==> src/sv/mra_pkg.sv <==
`timescale 1ns / 1ps
// ----------------------------------------------------------------------------
// mra_pkg
// Shared widths and constants for the maximal rectangle area block.
// ----------------------------------------------------------------------------
package mra_pkg;

	localparam int AREA_W = 21;
	localparam logic [AREA_W-1:0] AREA_MAX = '1;

	localparam int CFG_W = 11;
	localparam logic [CFG_W-1:0] COLUMNS_RESET = 11'd1024;

endpackage

==> src/sv/mra_score.sv <==
`timescale 1ns / 1ps
// ----------------------------------------------------------------------------
// mra_score
// Rectangle scorer: registered multiply, then saturate and keep the maximum.
// ----------------------------------------------------------------------------
module mra_score import mra_pkg::*; #(
	parameter int HW = 11,
	parameter int EW = 11
) (
	input  logic              clk,
	input  logic              arst_n,
	input  logic              req,
	input  logic [HW-1:0]     height,
	input  logic [EW-1:0]     width,
	input  logic              clear,
	output logic [AREA_W-1:0] largest
);

	localparam int PW = HW + EW;

	logic              req_s1;
	logic [PW-1:0]     prod_s1;
	logic [AREA_W-1:0] sat;
	logic [AREA_W-1:0] largest_q;

	always_ff @(posedge clk or negedge arst_n) begin
		if (!arst_n) begin
			req_s1 <= 1'b0;
		end else begin
			req_s1 <= req;
		end
	end

	always_ff @(posedge clk) begin
		prod_s1 <= PW'(height) * PW'(width);
	end

	always_comb begin
		if (32'(prod_s1) > 32'(AREA_MAX)) begin
			sat = AREA_MAX;
		end else begin
			sat = AREA_W'(prod_s1);
		end
	end

	always_ff @(posedge clk or negedge arst_n) begin
		if (!arst_n) begin
			largest_q <= '0;
		end else if (clear) begin
			largest_q <= '0;
		end else if (req_s1 && sat > largest_q) begin
			largest_q <= sat;
		end
	end

	assign largest = largest_q;

endmodule

==> config.mk <==
export PLATFORM = sky130hd
export DESIGN_NAME = mra_score
export DESIGN_NICKNAME = d
export VERILOG_FILES = /design/src/sv/mra_pkg.sv /design/src/sv/mra_score.sv
export SDC_FILE = /design/constraint.sdc
export NUM_CORES = 1
export LEC_CHECK = 0
export BUFFER_PORTS_ARGS = -buffer_cell sky130_fd_sc_hd__buf_4
export CORE_UTILIZATION = 60
export DETAILED_ROUTE_END_ITERATION = 6
export HOLD_SLACK_MARGIN = 0.02
export PLACE_DENSITY = 0.87
export SYNTH_ARGS = -nofsm -noshare
export SYNTH_HDL_FRONTEND = slang
export SYNTH_SLANG_ARGS = --single-unit
==> constraint.sdc <==
create_clock -name clk -period 3.2 [get_ports clk]
set_clock_uncertainty 0.15 [all_clocks]
set_input_delay 0 -clock clk [delete_from_list [all_inputs] [get_ports clk]]
set_output_delay 0 -clock clk [all_outputs]
set_load 0.01 [all_outputs]
==> metrics, run 1 <==
I/O pins 47; Synth area leader fa_1; Register Area 992 sq um; status finished, violations left; post-synthesis register bit count 44; reg2reg setup slack between 0.2 and 0.3 ns; DR iter-0 viols 300; Residual DRC 0; TritonCTS clock tree built; GRT Residual Overflow 0; Port Buffers 46; clk sink count 44; Final Max Tran Viols 0; Worst EP required about 3.2 ns; Finished Cell Area 8120 sq um; crit path max fanout 9; Routed Antenna Nets 0; synth top area cells fa_1, ha_1, inv_1; number of global-route vias before repair about 5700; Avg WL per Cell 18.6 um; VDD IR max between 0.0006 and 0.0007 V; First-pass DRT Iterations 5; vias 5462; min cycle time layout 4.25 ns; first-pass GRT wire length 26500 um; logic gate share of total power 85.2%; starting density of the core 61.9%; power share of the clock group 3.9%; Max H-tree Level 2; switching share of power between 40% and 50%; WP data arrival 4.29 ns; Seq pwr share around 11%; area share of the largest cell type after synthesis a little over a quarter; Seq/Total Area, Yosys 16.4%; Mapped Area 6050 sq um; Hold Vio Cnt, Final 0; Max-Cap Viols 0; fin crit share 133%; worst setup margin -1.05 ns; DP HPWL 11800 um; largest net degree at the start of global routing 23; initial antenna violation count 0; Rows 36; Leakage 4.07 nW; worst skew pair latency 0.30 ns; Pwr Density ~1100 nW/um^2; actual slew at the worst max-slew pin 1.02 ns; FILL cells a little under 500; crit path kind input pin to flop; Area Growth Syn to Fin 34.3%; layout cells sized above 1 between 30% and 40%; R2R depth 10; EDFF count, synth 0; post-synth net total 875; CTS Buf Count 5; Root Driver clkbuf_8; RePlAce Congestion 0.905; Synth Warn # 0; die width 102 um; ys async rst share approximately half; gr usage total 33.1%; multi-input logic area 4870 sq um; failing checks negative setup slack; CP endpoint kind flop; Achievable Freq around 240 MHz; vias per inst roughly 5.7; NetSw 4.30 mW; CTS Buffer Depth 2; Gate Count Post-Synth 688; post-synth cell types 48; RSZ-0062 raised after global routing true; core footprint 9770 sq um; final net count 1011; Die Y about 100 um; HP Class input pin to flop; clock slew at reported path FFs 0.08 ns; die area 10500 sq um; Final Core Density 83.1%; Int Pwr 4.55 mW; relative slew slack 32.1%; Hold Path Depth 4; Post-synth top cells inv_1, nand2_1, ha_1; Synth Flop Type dfxtp_1; startpoint types input pin; Syn Area/Cell 8.79 sq um; diodes inserted 0; final wirelength 17800 um; most common cell in the netlist inv_1; dpl cell area 7320 sq um; final setup fails 16
-- state kept, by name, summed over array words and instances (netlist names) --
signal	count
req_s1	1
largest	21
prod_s1	22
-- worst max-delay path, stage by stage --
cell,delay (ns)
buf_12,0.10
nand2_2,0.06
fa_1,0.55
inv_2,0.05
fa_1,0.55
fa_1,0.44
fa_1,0.50
inv_1,0.05
fa_1,0.52
inv_2,0.06
ha_4,0.30
nand2_4,0.09
o211ai_1,0.22
buf_4,0.22
a2111oi_4,0.05
o31ai_1,0.24
a21oi_1,0.12
xnor2_1,0.14
-- power by group through the flow --
stage | Combinational (mW) | Sequential [mW] | Clock, mW
6_report | 7.54 | 0.959 | 0.348
5_1_grt | 8.05 | 0.985 | 0.378
4_1_cts | 6.49 | 0.949 | 0.350
3_5_place_dp | 5.98 | 0.960 | 0
3_3_place_gp | 5.62 | 0.952 | 0
2_1_floorplan | 4.10 | 0.951 | 0
-- cells by family after synthesis --
logic type                 after synthesis  share of synthesized area, %
and+or+nand+nor                        203                          16.1
xor gates and xnor gates                14                          2.03
DFF                                     44                          16.4
buffers and inverters                  182                          12.1
AOI/OAI and AO/OA                       83                          10.1
adders and majority gates              161                          43.2
muxes                                    1                         0.165
-- placed cells by master, fill, tap and decap left out, drive strengths merged, types with 5 or more instances in the layout --
| cell type | synthesis | routed |
|---|---|---|
| inv | 153 | 154 |
| buf | 8 | 151 |
| nand2 | 82 | 82 |
| ha | 81 | 81 |
| fa | 80 | 80 |
| and2 | 55 | 55 |
| nor2 | 35 | 35 |
| dfrtp | 22 | 22 |
| dfxtp | 22 | 22 |
| o2bb2ai | 20 | 20 |
| a21oi | 19 | 19 |
| o21ai | 12 | 12 |
| nand3 | 11 | 11 |
| xnor2 | 10 | 10 |
| dlygate4sd3 | 0 | 6 |
| clkbuf | 21 | 6 |
| a21o | 5 | 5 |
| nand4 | 5 | 5 |
-- through the flow --
stage	hold WS [ns]	instances	setup WS, ns	setup TNS [ns]	power [mW]
floorplan	-0.446	688	-0.964	-10.76	5.05
global placement	-0.247	925	-1.14	-15.20	6.57
CTS	0.0608	952	-0.874	-10.76	7.79
global route	0.0820	958	-1.19	-14.28	9.41
detailed placement	-0.244	925	-1.35	-17.43	6.94
finish	0.0866	958	-1.05	-12.88	8.85
-- timing repair --
action	in CTS	in global routing
pin swaps	44	28
endpoints found under the hold margin	26	0
cloned	2	0
setup endpoints to repair	16	35
resized for setup	77	43
hold buffers	6	0
setup buffers	12	6
-- layout make-up --
type	instances	area share, %
repair buffers	158	17.7
multi-input cells	462	59.9
clock inverters	2	0.185
clock buffers	6	0.893
well taps	133	2.05
inverters	153	7.07
flip-flops and latches	44	12.2
-- final timing paths --
path / startpoint / end
worst max register to register: prod_s1[21] / largest[11]
worst max-delay path: height[6] / prod_s1[18]
max in group asynchronous: arst_n / largest[13]
worst min register to register: prod_s1[4] / largest[4]
min in group asynchronous: arst_n / largest[4]
worst min-delay path: height[0] / prod_s1[0]
-- per-layer routing --
layer | share of wire [%] | routed length [um] | global-route usage, % | up-vias
met5 | 0 | 0 | 0 | -
met4 | 5.6 | 1000 | 14.4 | 0
met3 | 5.2 | 924 | 3.56 | 97
met2 | 52 | 9220 | 63.7 | 255
met1 | 38 | 6700 | 36.5 | 2691
li1 | - | - | - | 2419
Note: power is estimated with default switching activity, not from simulation.
==> run 2: changes to the inputs <==
--- a/config.mk
+++ b/config.mk
@@ -5,11 +5,11 @@
 export SDC_FILE = /design/constraint.sdc
 export NUM_CORES = 1
 export LEC_CHECK = 0
-export BUFFER_PORTS_ARGS = -buffer_cell sky130_fd_sc_hd__buf_4
 export CORE_UTILIZATION = 60
 export DETAILED_ROUTE_END_ITERATION = 6
+export DONT_BUFFER_PORTS = 1
 export HOLD_SLACK_MARGIN = 0.02
-export PLACE_DENSITY = 0.87
+export PLACE_DENSITY = 0.83
 export SYNTH_ARGS = -nofsm -noshare
 export SYNTH_HDL_FRONTEND = slang
 export SYNTH_SLANG_ARGS = --single-unit
==> metrics, run 2 (synthesized netlist as in run 1, its figures left out) <==
Root Driver clkbuf_8; Biggest register prod_s1; crit path kind input pin to flop; Area Growth Syn to Fin 19.8%; Most Frequent Cell on Critical Path fa_1; NetSw 3.81 mW (-11%); Max-Cap Viols 0 (unchanged); final net count 918 (-9.2%); vias per inst 5.57 (-2.3%); DR iter-0 viols 205 (-32%); relative slew slack 33.2% (+1.1 points); crit path max fanout 11 (+2); Final Max Tran Viols 0 (unchanged); CTS Buffer Depth 2 (unchanged); most frequent cells in the layout inv_1, fa_1, ha_1, nand2_1; Routed Antenna Nets 0 (unchanged); fin cells 864 (-9.8%); min cycle time layout 3.99 ns (-0.262 ns); Buf/Inv on CP 3 (-2); Int Pwr 4.38 mW (-3.8%); RSZ-0062 raised after global routing true; First-pass DRT Iterations 4 (-1); worst skew pair latency 0.30 ns (about the same); failing checks negative setup slack; startpoint types input pin; Power Total 8.18 mW (-7.5%); RePlAce Congestion 0.903 (-0.25%); Seq pwr share 12.5% (+1.7 points); DP HPWL 11300 um (-4.2%); die width 102 um (unchanged); CTS Buf Count 5 (unchanged); starting density of the core 61.9% (unchanged); Slowest-stage cell, CP fa_1; VDD IR max 0.000694 V (+4.8%); number of global-route vias before repair 5176 (-9.6%); I/O pins 47 (unchanged); first-pass GRT wire length 23900 um (-10%); largest net degree at the start of global routing 23 (unchanged); clk sink count 44 (unchanged); Max H-tree Level 2 (unchanged); actual slew at the worst max-slew pin 0.999 ns (-0.0163 ns); max reg flops 22 (unchanged); power share of the clock group 5.2% (+1.3 points); layout cells sized above 1 21.8% (-11 points); worst setup margin -0.786 ns (+0.262 ns); TritonCTS clock tree built; WP data arrival 4.02 ns (-0.27 ns); die area 10500 sq um (unchanged); clock slew at reported path FFs 0.08 ns (about the same); Rows 36 (unchanged); Port Buffers 0 (-100%); Hold Vio Cnt, Final 0 (unchanged); CP top delay family adder cells; most common cell after layout, fill and taps aside inv_1; final wirelength 14800 um (-17%); GRT Residual Overflow 0 (unchanged); Avg WL per Cell 17.1 um (-8.3%); diodes inserted 0 (unchanged); Die Y 102 um (unchanged); Worst EP required 3.24 ns (about the same); Residual DRC 0 (unchanged); gr usage total 29.5% (-3.6 points); CP peak stage delay 0.55 ns (about the same); final setup fails 15 (-1); core footprint 9770 sq um (unchanged); WHS 0.0844 ns (-0.00218 ns); post-placement setup slack -1.13 ns (+0.225 ns); Achievable Freq 251 MHz (+6.6%); fin crit share 125% (-8.2 points); switching share of power 46.5% (-2.1 points); Pwr Density 1130 nW/um^2 (+3.6%); Leakage 3.54 nW (-13%); sequence of cells on the critical path nand2_8 -> fa_1 -> inv_2 -> fa_1 -> fa_1 -> fa_1 -> inv_1 -> fa_1 -> inv_2 -> ha_4 -> nand2_4 -> o211ai_1 -> a2111oi_4 -> o31ai_1 -> a21oi_1 -> xnor2_1; logic gate share of total power 82.3% (-2.9 points); initial antenna violation count 0 (unchanged); HP Class input pin to flop; status finished, violations left; CP endpoint kind flop; Inst Count DP 839 (-9.3%); vias 4812 (-12%)
==> run 2: changes by cell type in the layout (fill, tap and decap cells not counted), sizes merged <==
cell,before,now
buf,151,56
dlygate4sd3,6,9
bufbuf,1,0
clkbuf,6,7
clkinv,1,0
inv,154,153
==> run 2: final cells by class <==
| cell class | instances | area (sq um) |
|---|---|---|
| clock buffers | 7 | 119 |
| well taps | 133 | 166 |
| multi-input cells | 462 | 4850 |
| fillers | 632 | 2530 |
| flip-flops and latches | 44 | 992 |
| repair buffers | 65 | 551 |
| inverters | 153 | 574 |
==> run 2: final timing paths <==
kind,from,end,depth (start not counted),slack [ns]
setup / recovery,width[5],prod_s1[18],16,-0.79
hold / removal,height[0],prod_s1[3],4,0.08
setup reg to reg,prod_s1[21],largest[15],10,0.36
hold reg to reg,prod_s1[1],largest[1],2,0.34
max in group asynchronous,arst_n,largest[9],1,2.13
min in group asynchronous,arst_n,largest[4],1,0.16
==> run 2: what timing repair did <==
item	CTS	global route
buffers inserted	4	6
hold buffers	8	1
resized for setup	39	24
hold endpoints to repair	47	1
pin swaps	32	19
setup endpoints to repair	15	35
==> run 2: worst min-delay path, delay by kind of cell <==
family / cells / cell delay (ns)
AND/OR/NAND/NOR: 1 / 0.10
adder cells (fa/ha/maj): 3 / 0.38
==> run 2: power by group through the flow <==
stage | registers [mW] | clock network, mW | logic, mW
5_1_grt | 1.05 | 0.457 | 7.38
2_1_floorplan | 0.951 | 0 | 4.10
6_report | 1.02 | 0.426 | 6.74
4_1_cts | 1.02 | 0.429 | 6.17
3_5_place_dp | 1.03 | 0 | 5.52
3_3_place_gp | 1.02 | 0 | 5.30
==> run 2: metal layers <==
| metal | wire [um] | up-vias | share of wire [%] | global-route usage (%) |
|---|---|---|---|---|
| li1 | - | 2231 | - | - |
| met1 | 5930 | 2371 | 40 | 34.1 |
| met2 | 7490 | 152 | 51 | 53.8 |
| met3 | 676 | 58 | 4.6 | 4.24 |
| met4 | 672 | 0 | 4.6 | 13.8 |
| met5 | 0 | - | 0 | 0 |
==> run 2: stage by stage <==
step                TNS, ns  cell area, sq um  utilization, %
detailed placement   -13.03              6670            68.3
floorplan            -10.76              6560               -
global route         -10.32              7250            74.2
finish                -8.34              7250            74.2
global placement     -11.63              6670            68.3
CTS                   -7.12              7100            72.6
