<file path="config.mk">
export PLATFORM = sky130hd
export DESIGN_NAME = mra_ram
export DESIGN_NICKNAME = d
export VERILOG_FILES = /design/src/sv/mra_ram.sv
export SDC_FILE = /design/constraint.sdc
export NUM_CORES = 1
export LEC_CHECK = 0
export ABC_AREA = 1
export BUFFER_PORTS_ARGS = -buffer_cell sky130_fd_sc_hd__buf_4
export CAP_MARGIN = 20
export CORE_MARGIN = 3
export CORE_UTILIZATION = 35
export DETAILED_ROUTE_END_ITERATION = 10
export HOLD_SLACK_MARGIN = 0.06
export PLACE_DENSITY = 0.47
export RECOVER_POWER = 50
export SLEW_MARGIN = 10
export SYNTH_ARGS = -nofsm -noshare
export SYNTH_HDL_FRONTEND = slang
export SYNTH_SLANG_ARGS = --single-unit
export TNS_END_PERCENT = 50
</file>
<file path="constraint.sdc">
create_clock -name clk -period 1.22 [get_ports clk]
set_input_delay 0.061 -clock clk [delete_from_list [all_inputs] [get_ports clk]]
set_output_delay 0.061 -clock clk [all_outputs]
set_load 0.01 [all_outputs]
</file>
<file path="src/sv/mra_ram.sv">
`timescale 1ns / 1ps
// ----------------------------------------------------------------------------
// mra_ram
// Generic single-write, single-read RAM with registered read data.
// ----------------------------------------------------------------------------
module mra_ram #(
	parameter int WIDTH = 8,
	parameter int DEPTH = 16
) (
	input  logic                     clk,
	input  logic                     we,
	input  logic [$clog2(DEPTH)-1:0] waddr,
	input  logic [WIDTH-1:0]         wdata,
	input  logic [$clog2(DEPTH)-1:0] raddr,
	output logic [WIDTH-1:0]         rdata
);

	logic [WIDTH-1:0] mem_q [DEPTH];

	always_ff @(posedge clk) begin
		if (we) begin
			mem_q[waddr] <= wdata;
		end
		rdata <= mem_q[raddr];
	end

endmodule

</file>
==> out/qor.csv, run 1 <==
stage,metric,value,unit
placement,placed instance count,794,
floorplan,die area,0.0181,sq mm
worst_setup_path,arrival time at the worst endpoint,1.34,ns
logic_synthesis,distinct cell type count after synthesis,12,
logic_synthesis,number of standard cells after synthesis,551,
global_route,met1 Use GR,23.5,%
placement,half-perimeter wire length of the detailed placement result,8600,microns
global_route,M2 GR Usage,23.9,%
placement,IO Port Bufs,25,
placement,global placement routability congestion,0.766,
clock_network,number of buffers inserted by post-CTS setup repair,0,
clock_network,htree depth,4,
cells_and_area,"leading cell type in the layout, fill and taps excluded",nand2_1,
global_route,vias in the first global route,3671,
clock_network,insertion delay to the later sink of the worst-skew pair,0.42,ns
logic_synthesis,synthesized cell area,0.00577,sq mm
worst_setup_path,required time at the endpoint of the critical path,1.53,ns
timing,worst slew pin tran,0.588,ns
route,router iterations before antenna repair,4,
pwr,PD cells,1620,mW/mm^2
logic_synthesis,post-synthesis sequential element count,136,
route,Routed wire per std cell,16.3,microns
timing,Achievable Freq,968,MHz
floorplan,initial standard-cell utilization of the core,36.0,%
hold_path,class of the tightest hold or removal check,in2reg,
clock_network,number of buffers created by CTS,17,
floorplan,Die W,134,microns
floorplan,Ports,26,
cells_and_area,diode count,0,
timing,RSZ-0062 raised after global routing,false,
logic_synthesis,Mean Syn Cell Area,10.5,sq um
floorplan,CORE AREA,0.0160,sq mm
global_route,layer carrying the most global-route usage,met2,
logic_synthesis,Syn Nets,569,
floorplan,Die Height,134,microns
worst_setup_path,Crit Path Max Fanout,1,
cells_and_area,layout cells sized above 1,11.0,%
clock_network,total of cells resized after clock tree synthesis,0,
cells_and_area,"count of placed standard cells in the final layout, fillers left out",835,
logic_synthesis,share of synthesized area occupied by flip-flops and latches,69.4,%
worst_setup_path,Critical Path Start Type,register,
route,iteration-0 DRC count of the detailed router,331,
clock_network,Root Buffer Master,clkbuf_16,
pwr,Worst VDD drop,1.04,mV
flow_run,Maximum Capacitance Violations,0,
timing,share of the clock period used by the worst path,84.7,%
logic_synthesis,number of synthesis warnings,0,
global_route,overall routing resource usage,16.1,%
timing,Finish-stage setup viols,0,
pwr,leak pwr,2.96,nW
outcome,result of the run,"finished, final reports clean",
floorplan,row cnt,46,
timing,time the final worst path needs with I/O delays and setup,1.03,ns
cells_and_area,most used cells in the layout excluding fill and tap cells,"nand2_1, edfxtp_1, inv_1, nand3_1, buf_4",
global_route,wire length of the first global-routing pass,21400,microns
logic_synthesis,cell types occupying the most area after synthesis,"edfxtp_1, nand2_1, nand3_1",
timing,max-slew violation count,0,
cells_and_area,synthesis-to-finish area growth,20.6,%
worst_setup_path,nature of the critical path endpoint,register,
timing,setup TNS after final layout,0,ns
route,routed wire length,13600,microns
timing,Slew headroom,60.8,%
pwr,power after layout,11.3,mW
cells_and_area,layout net count,624,
clock_network,clock input transition at the sequential cells of the worst setup and hold paths,0.05,ns
timing,worst clock skew,0.0115,ns
timing,worst hold slack,0.177,ns
global_route,overall overflow remaining after global route,0,
global_route,antenna violations before repair,0,
clock_network,clock tree from TritonCTS,yes,
worst_setup_path,start-to-end type of the worst setup path,reg2reg,
route,DR DRC count,0,
clock_network,hold buffer count at cts,9,
logic_synthesis,most area-hungry cell type in the Yosys netlist,edfxtp_1,
global_route,largest net degree at the start of global routing,65,
timing,Final Hold Violating Endpoints,0,
global_route,global routing met3 resource utilization,3.23,%
logic_synthesis,fraction of post-synthesis cell area in the top cell type by area,66.7,%
clock_network,clock tree sinks,136,
route,number of nets with antenna violations after detailed routing,0,
route,via count of the routed design,3764,
clock_network,buffer levels on the longest clock path,2,
route,per-cell via count in the routed design,4.51,
## cells by family after synthesis
| kind of cell | count (synthesis) | synth area share, % |
|---|---|---|
| flops | 136 | 69.4 |
| buf+inv | 126 | 9.52 |
| simple gates | 289 | 21.0 |
## metrics by stage
stage	setup WS [ns]	instance area [sq um]	util [%]
CTS	0.163	7030	43.9
global route	0.145	6960	43.5
detailed placement	0.0826	6330	39.6
floorplan	0.208	5770	-
global placement	0.0814	6330	39.6
finish	0.187	6960	43.5
## report_power, final
part           internal (mW)  switching [mW]  total (mW)
logic                  0.254           0.470       0.724
registers               5.23          0.0332        5.26
clock network           3.39            1.88        5.27
## final timing paths
path	start	endpoint	slack, ns	depth (start not counted)
worst max-delay path	mem_q[3][2]$_DFFE_PP_	rdata[2]$_DFF_P_	0.19	6
worst min-delay path	raddr[2]	rdata[2]$_DFF_P_	0.18	6
worst max register to register	mem_q[3][2]$_DFFE_PP_	rdata[2]$_DFF_P_	0.19	6
worst min register to register	mem_q[13][2]$_DFFE_PP_	rdata[2]$_DFF_P_	0.67	6
## sequential cells by signal, summed over array words and instances (netlist names)
signal,cells
rdata,8
mem_q,128
## synth_stat cells
cell type  count
buf_1          1
buf_2         13
buf_4          4
buf_6          6
dfxtp_1        8
edfxtp_1     128
inv_1        100
inv_2          2
nand2_1      173
nand3_1       97
nand3b_1       2
nor2_1        17
## final cells by class
type                    instances  area (sq um)
clock inverters                14           180
flip-flops and latches        136          4000
clock buffers                  18           429
repair buffers                 60           477
multi-input cells             289          1210
inverters                     102           383
fillers                      1571          9040
well taps                     216           270
## per-layer routing
metal  vias up  part of all wire, %
met4         0                  1.6
met5         -                    0
met1      1790                   49
met3        13                  3.8
li1       1881                    -
met2        80                   45
## critical path, stage by stage (launching register included)
cell	delay, ns
edfxtp_1	0.35
inv_1	0.07
nand2_1	0.06
nand3_1	0.11
nand3_1	0.09
nand3_1	0.16
nand2_1	0.08
No activity file was read; power rests on OpenSTA's default activity.
==> run 2: changes to the inputs <==
Settings changed: ABC_AREA 1 to 0, PLACE_DENSITY 0.47 to 0.49.
Clock period 1.22 ns to 0.9 ns, I/O delays scaled along.
==> run 2 against run 1 <==
Compared with the run above: the flow now finishes with violations (negative setup slack); via count down 34%; sequential cell count unchanged; critical path depth fell by 3; clock skew is 0.0044 ns lower; utilization grew 3.4 points; critical path type unchanged.
==> out/qor.csv, run 2 <==
stage,metric,value,unit,change
global_route,vias in the first global route,2663,,-27%
global_route,antenna violations before repair,0,,unchanged
cells_and_area,layout net count,328,,-47%
worst_setup_path,cell count of the worst reg-to-reg path,3,,-3
worst_setup_path,delay of the slowest cell on the worst path,0.47,ns,+0.12 ns
clock_network,number of buffers created by CTS,17,,unchanged
cells_and_area,diode count,0,,unchanged
logic_synthesis,Syn Nets,247,,-57%
logic_synthesis,number of enable-type register cells in the synthesized netlist,128,,unchanged
placement,global placement routability congestion,0.710,,-7.3%
worst_setup_path,cell-by-cell listing of the critical path,mux4_2 > a22oi_2 > nand2_1,,
pwr,PD cells,2310,mW/mm^2,+43%
route,number of nets with antenna violations after detailed routing,0,,unchanged
timing,worst slew pin tran,1.11,ns,+0.521 ns
pwr,Clock Power Share,47.7,%,+0.8 points
timing,Finish-stage setup viols,9,,+9
worst_setup_path,kind of cell with the highest combined delay on the critical path,multiplexers,,
clock_network,insertion delay to the later sink of the worst-skew pair,0.41,ns,about the same
cells_and_area,layout cells sized above 1,44.9,%,+34 points
timing,share of the clock period used by the worst path,142,%,+57 points
global_route,largest net degree at the start of global routing,19,,-71%
clock_network,clock tree sinks,136,,unchanged
route,routed wire length,10500,microns,-23%
worst_setup_path,Critical Path Start Type,register,,
route,Routed wire per std cell,20.8,microns,+28%
global_route,overall overflow remaining after global route,0,,unchanged
clock_network,htree depth,4,,unchanged
floorplan,row cnt,43,,-6.5%
timing,worst clock skew,0.00703,ns,-0.00443 ns
placement,placed instance count,463,,-42%
placement,half-perimeter wire length of the detailed placement result,6820,microns,-21%
route,via count of the routed design,2481,,-34%
pwr,Reg power frac,46.6,%,about the same
worst_setup_path,arrival time at the worst endpoint,1.57,ns,+0.23 ns
timing,RSZ-0062 raised after global routing,true,,
logic_synthesis,prevailing post-synth register cell,edfxtp_1,,
logic_synthesis,share of synthesized flip-flops with an asynchronous set or reset,0,%,unchanged
route,per-cell via count in the routed design,4.93,,+9.4%
cells_and_area,Filler Cell Count,1169,,-26%
clock_network,Root Buffer Master,clkbuf_16,,
timing,Final Hold Violating Endpoints,0,,unchanged
hold_path,class of the tightest hold or removal check,in2reg,,
pwr,Worst VDD drop,1.27,mV,+23%
floorplan,Die Height,127,microns,-5.3%
floorplan,initial standard-cell utilization of the core,36.4,%,+0.34 points
logic_synthesis,most area-hungry cell type in the Yosys netlist,edfxtp_1,,
timing,setup slack after layout,-0.377,ns,-0.564 ns
pwr,net switching power,2.99,mW,+25%
clock_network,clock input transition at the sequential cells of the worst setup and hold paths,0.06,ns,about the same
route,router iterations before antenna repair,4,,unchanged
global_route,wire length of the first global-routing pass,16500,microns,-23%
logic_synthesis,fraction of post-synthesis cell area in the top cell type by area,74.7,%,+8.0 points
cells_and_area,"leading cell type in the layout, fill and taps excluded",edfxtp_1,,
cells_and_area,"count of placed standard cells in the final layout, fillers left out",503,,-40%
worst_setup_path,slowest CP cell,mux4_2,,
route,iteration-0 DRC count of the detailed router,193,,-42%
pwr,share of total power in combinational logic,5.7,%,-0.7 points
pwr,leak pwr,2.23,nW,-25%
logic_synthesis,synthesized cell area,0.00515,sq mm,-11%
logic_synthesis,post-synthesis sequential element count,136,,unchanged
logic_synthesis,most numerous cell in the Yosys netlist,edfxtp_1,,
timing,time the final worst path needs with I/O delays and setup,1.28,ns,+0.244 ns
logic_synthesis,most numerous cell types in the synthesized netlist,"edfxtp_1, mux4_2, a22oi_1, mux4_1, nor2_1",,
timing,max-slew violation count,0,,unchanged
clock_network,clock tree from TritonCTS,yes,,
floorplan,Die W,127,microns,-5.3%
cells_and_area,flip-flop count of the largest register after layout,128,,unchanged
worst_setup_path,required time at the endpoint of the critical path,1.19,ns,-0.34 ns
flow_run,Maximum Capacitance Violations,0,,unchanged
outcome,result of the run,"finished, violations left",,
logic_synthesis,distinct cell type count after synthesis,19,,+7
outcome,violated checks,negative setup slack,,
worst_setup_path,FF-to-FF setup slack,-0.38,ns,-0.56 ns
logic_synthesis,cell types occupying the most area after synthesis,"edfxtp_1, mux4_2, mux4_1",,
timing,worst hold slack,0.220,ns,+0.0431 ns
logic_synthesis,number of synthesis warnings,0,,unchanged
floorplan,die area,0.0162,sq mm,-10%
clock_network,buffer levels on the longest clock path,2,,unchanged
pwr,internal portion of total power,12.3,mW,+39%
cells_and_area,Biggest register,mem_q,,
floorplan,Ports,26,,unchanged
timing,Achievable Freq,783,MHz,-19%
worst_setup_path,Crit Path Max Fanout,1,,unchanged
route,DR DRC count,0,,unchanged
worst_setup_path,"logic depth of the worst path, buffers included",3,,-3
cells_and_area,leading registers by flop count,"mem_q (128), rdata (8)",,
logic_synthesis,number of standard cells after synthesis,229,,-58%
floorplan,CORE AREA,0.0141,sq mm,-12%
hold_path,hold path depth,5,,-1
logic_synthesis,Mean Syn Cell Area,22.5,sq um,+110%
global_route,overall routing resource usage,14.2,%,-1.9 points
cells_and_area,synthesis-to-finish area growth,28.8,%,
placement,IO Port Bufs,25,,unchanged
worst_setup_path,count of buffer and inverter cells on the critical path,0,,-1
worst_setup_path,start-to-end type of the worst setup path,reg2reg,,
worst_setup_path,nature of the critical path endpoint,register,,
pwr,fraction of power spent switching nets,19.5,%,-1.6 points
timing,Slew headroom,25.8,%,-35 points
logic_synthesis,share of synthesized area occupied by flip-flops and latches,77.8,%,+8.4 points
cells_and_area,most used cells in the layout excluding fill and tap cells,"edfxtp_1, buf_4, mux4_2, clkbuf_16, clkbuf_2",,
[run 2: cell types whose count changed after synthesis, moves of 4 or more]
cell and delta:
inv_1 -100, a22oi_1 +16, mux4_1 +14, nor3_1 +4
buf_2 -10, nand3_1 -96, mux4_2 +18, nand2_1 -164
nor2_1 -4
[run 2: cell type report]
cell class	count	area (sq um)	area share, %
clock inverter	11	173	2.60
sequential	136	4010	60.5
timing repair buffer	72	659	9.94
multi-input combinational	83	1100	16.6
tap	180	225	3.40
clock buffer	21	460	6.94
[run 2: worst register-to-register path: stages (launching register included)]
cell and delay, ns:
edfxtp_1 0.37, mux4_2 0.47, a22oi_2 0.23, nand2_1 0.09
[run 2: worst paths after layout]
kind	start	endpoint
max	mem_q[0][6]$_DFFE_PP_	rdata[6]$_DFF_P_
min	raddr[1]	rdata[7]$_DFF_P_
max reg2reg	mem_q[0][6]$_DFFE_PP_	rdata[6]$_DFF_P_
min reg2reg	mem_q[15][4]$_DFFE_PP_	rdata[4]$_DFF_P_
[run 2: power groups by stage]
stage               logic, mW  clock network [mW]  registers, mW
global placement        0.848                   0           7.26
global route            0.952                7.74           7.15
finish                  0.871                7.30           7.14
floorplan               0.402                   0           7.26
CTS                     0.902                7.45           7.14
detailed placement      0.849                   0           7.26
[run 2: what timing repair did]
action,4_1_cts,5_1_grt
setup endpoints to repair,16,16
hold buffers,8,0
hold endpoints to repair,128,0
pin swaps,2,3
buffers inserted,0,0
resized for setup,12,4
[run 2: logic make-up after synthesis]
group	Yosys count	share of synthesized area, %
DFF	136	77.8
and+or+nand+nor	35	3.18
muxes	32	15.0
AOI/OAI and AO/OA	16	2.33
buffers and inverters	10	1.68
[run 2: stage by stage]
step	TNS [ns]	worst slack, ns	cell area, sq um	utilization, %	power, mW
global route	-3.38	-0.423	6630	46.9	15.8
finish	-2.77	-0.377	6630	46.9	15.3
detailed placement	-38.96	-0.513	5900	41.7	8.11
global placement	-37.24	-0.527	5900	41.7	8.10
CTS	-3.06	-0.389	6660	47.1	15.5
floorplan	-18.48	-0.248	5190	-	7.67
[run 2: routing by layer]
layer,part of all wire (%),wire length (microns),GRT usage [%],vias up
met5,0,0,0,-
met4,0.89,93,4.16,0
met3,4.1,426,4.47,8
met2,48,4970,21.7,61
met1,47,4970,19.7,1289
li1,-,-,-,1123
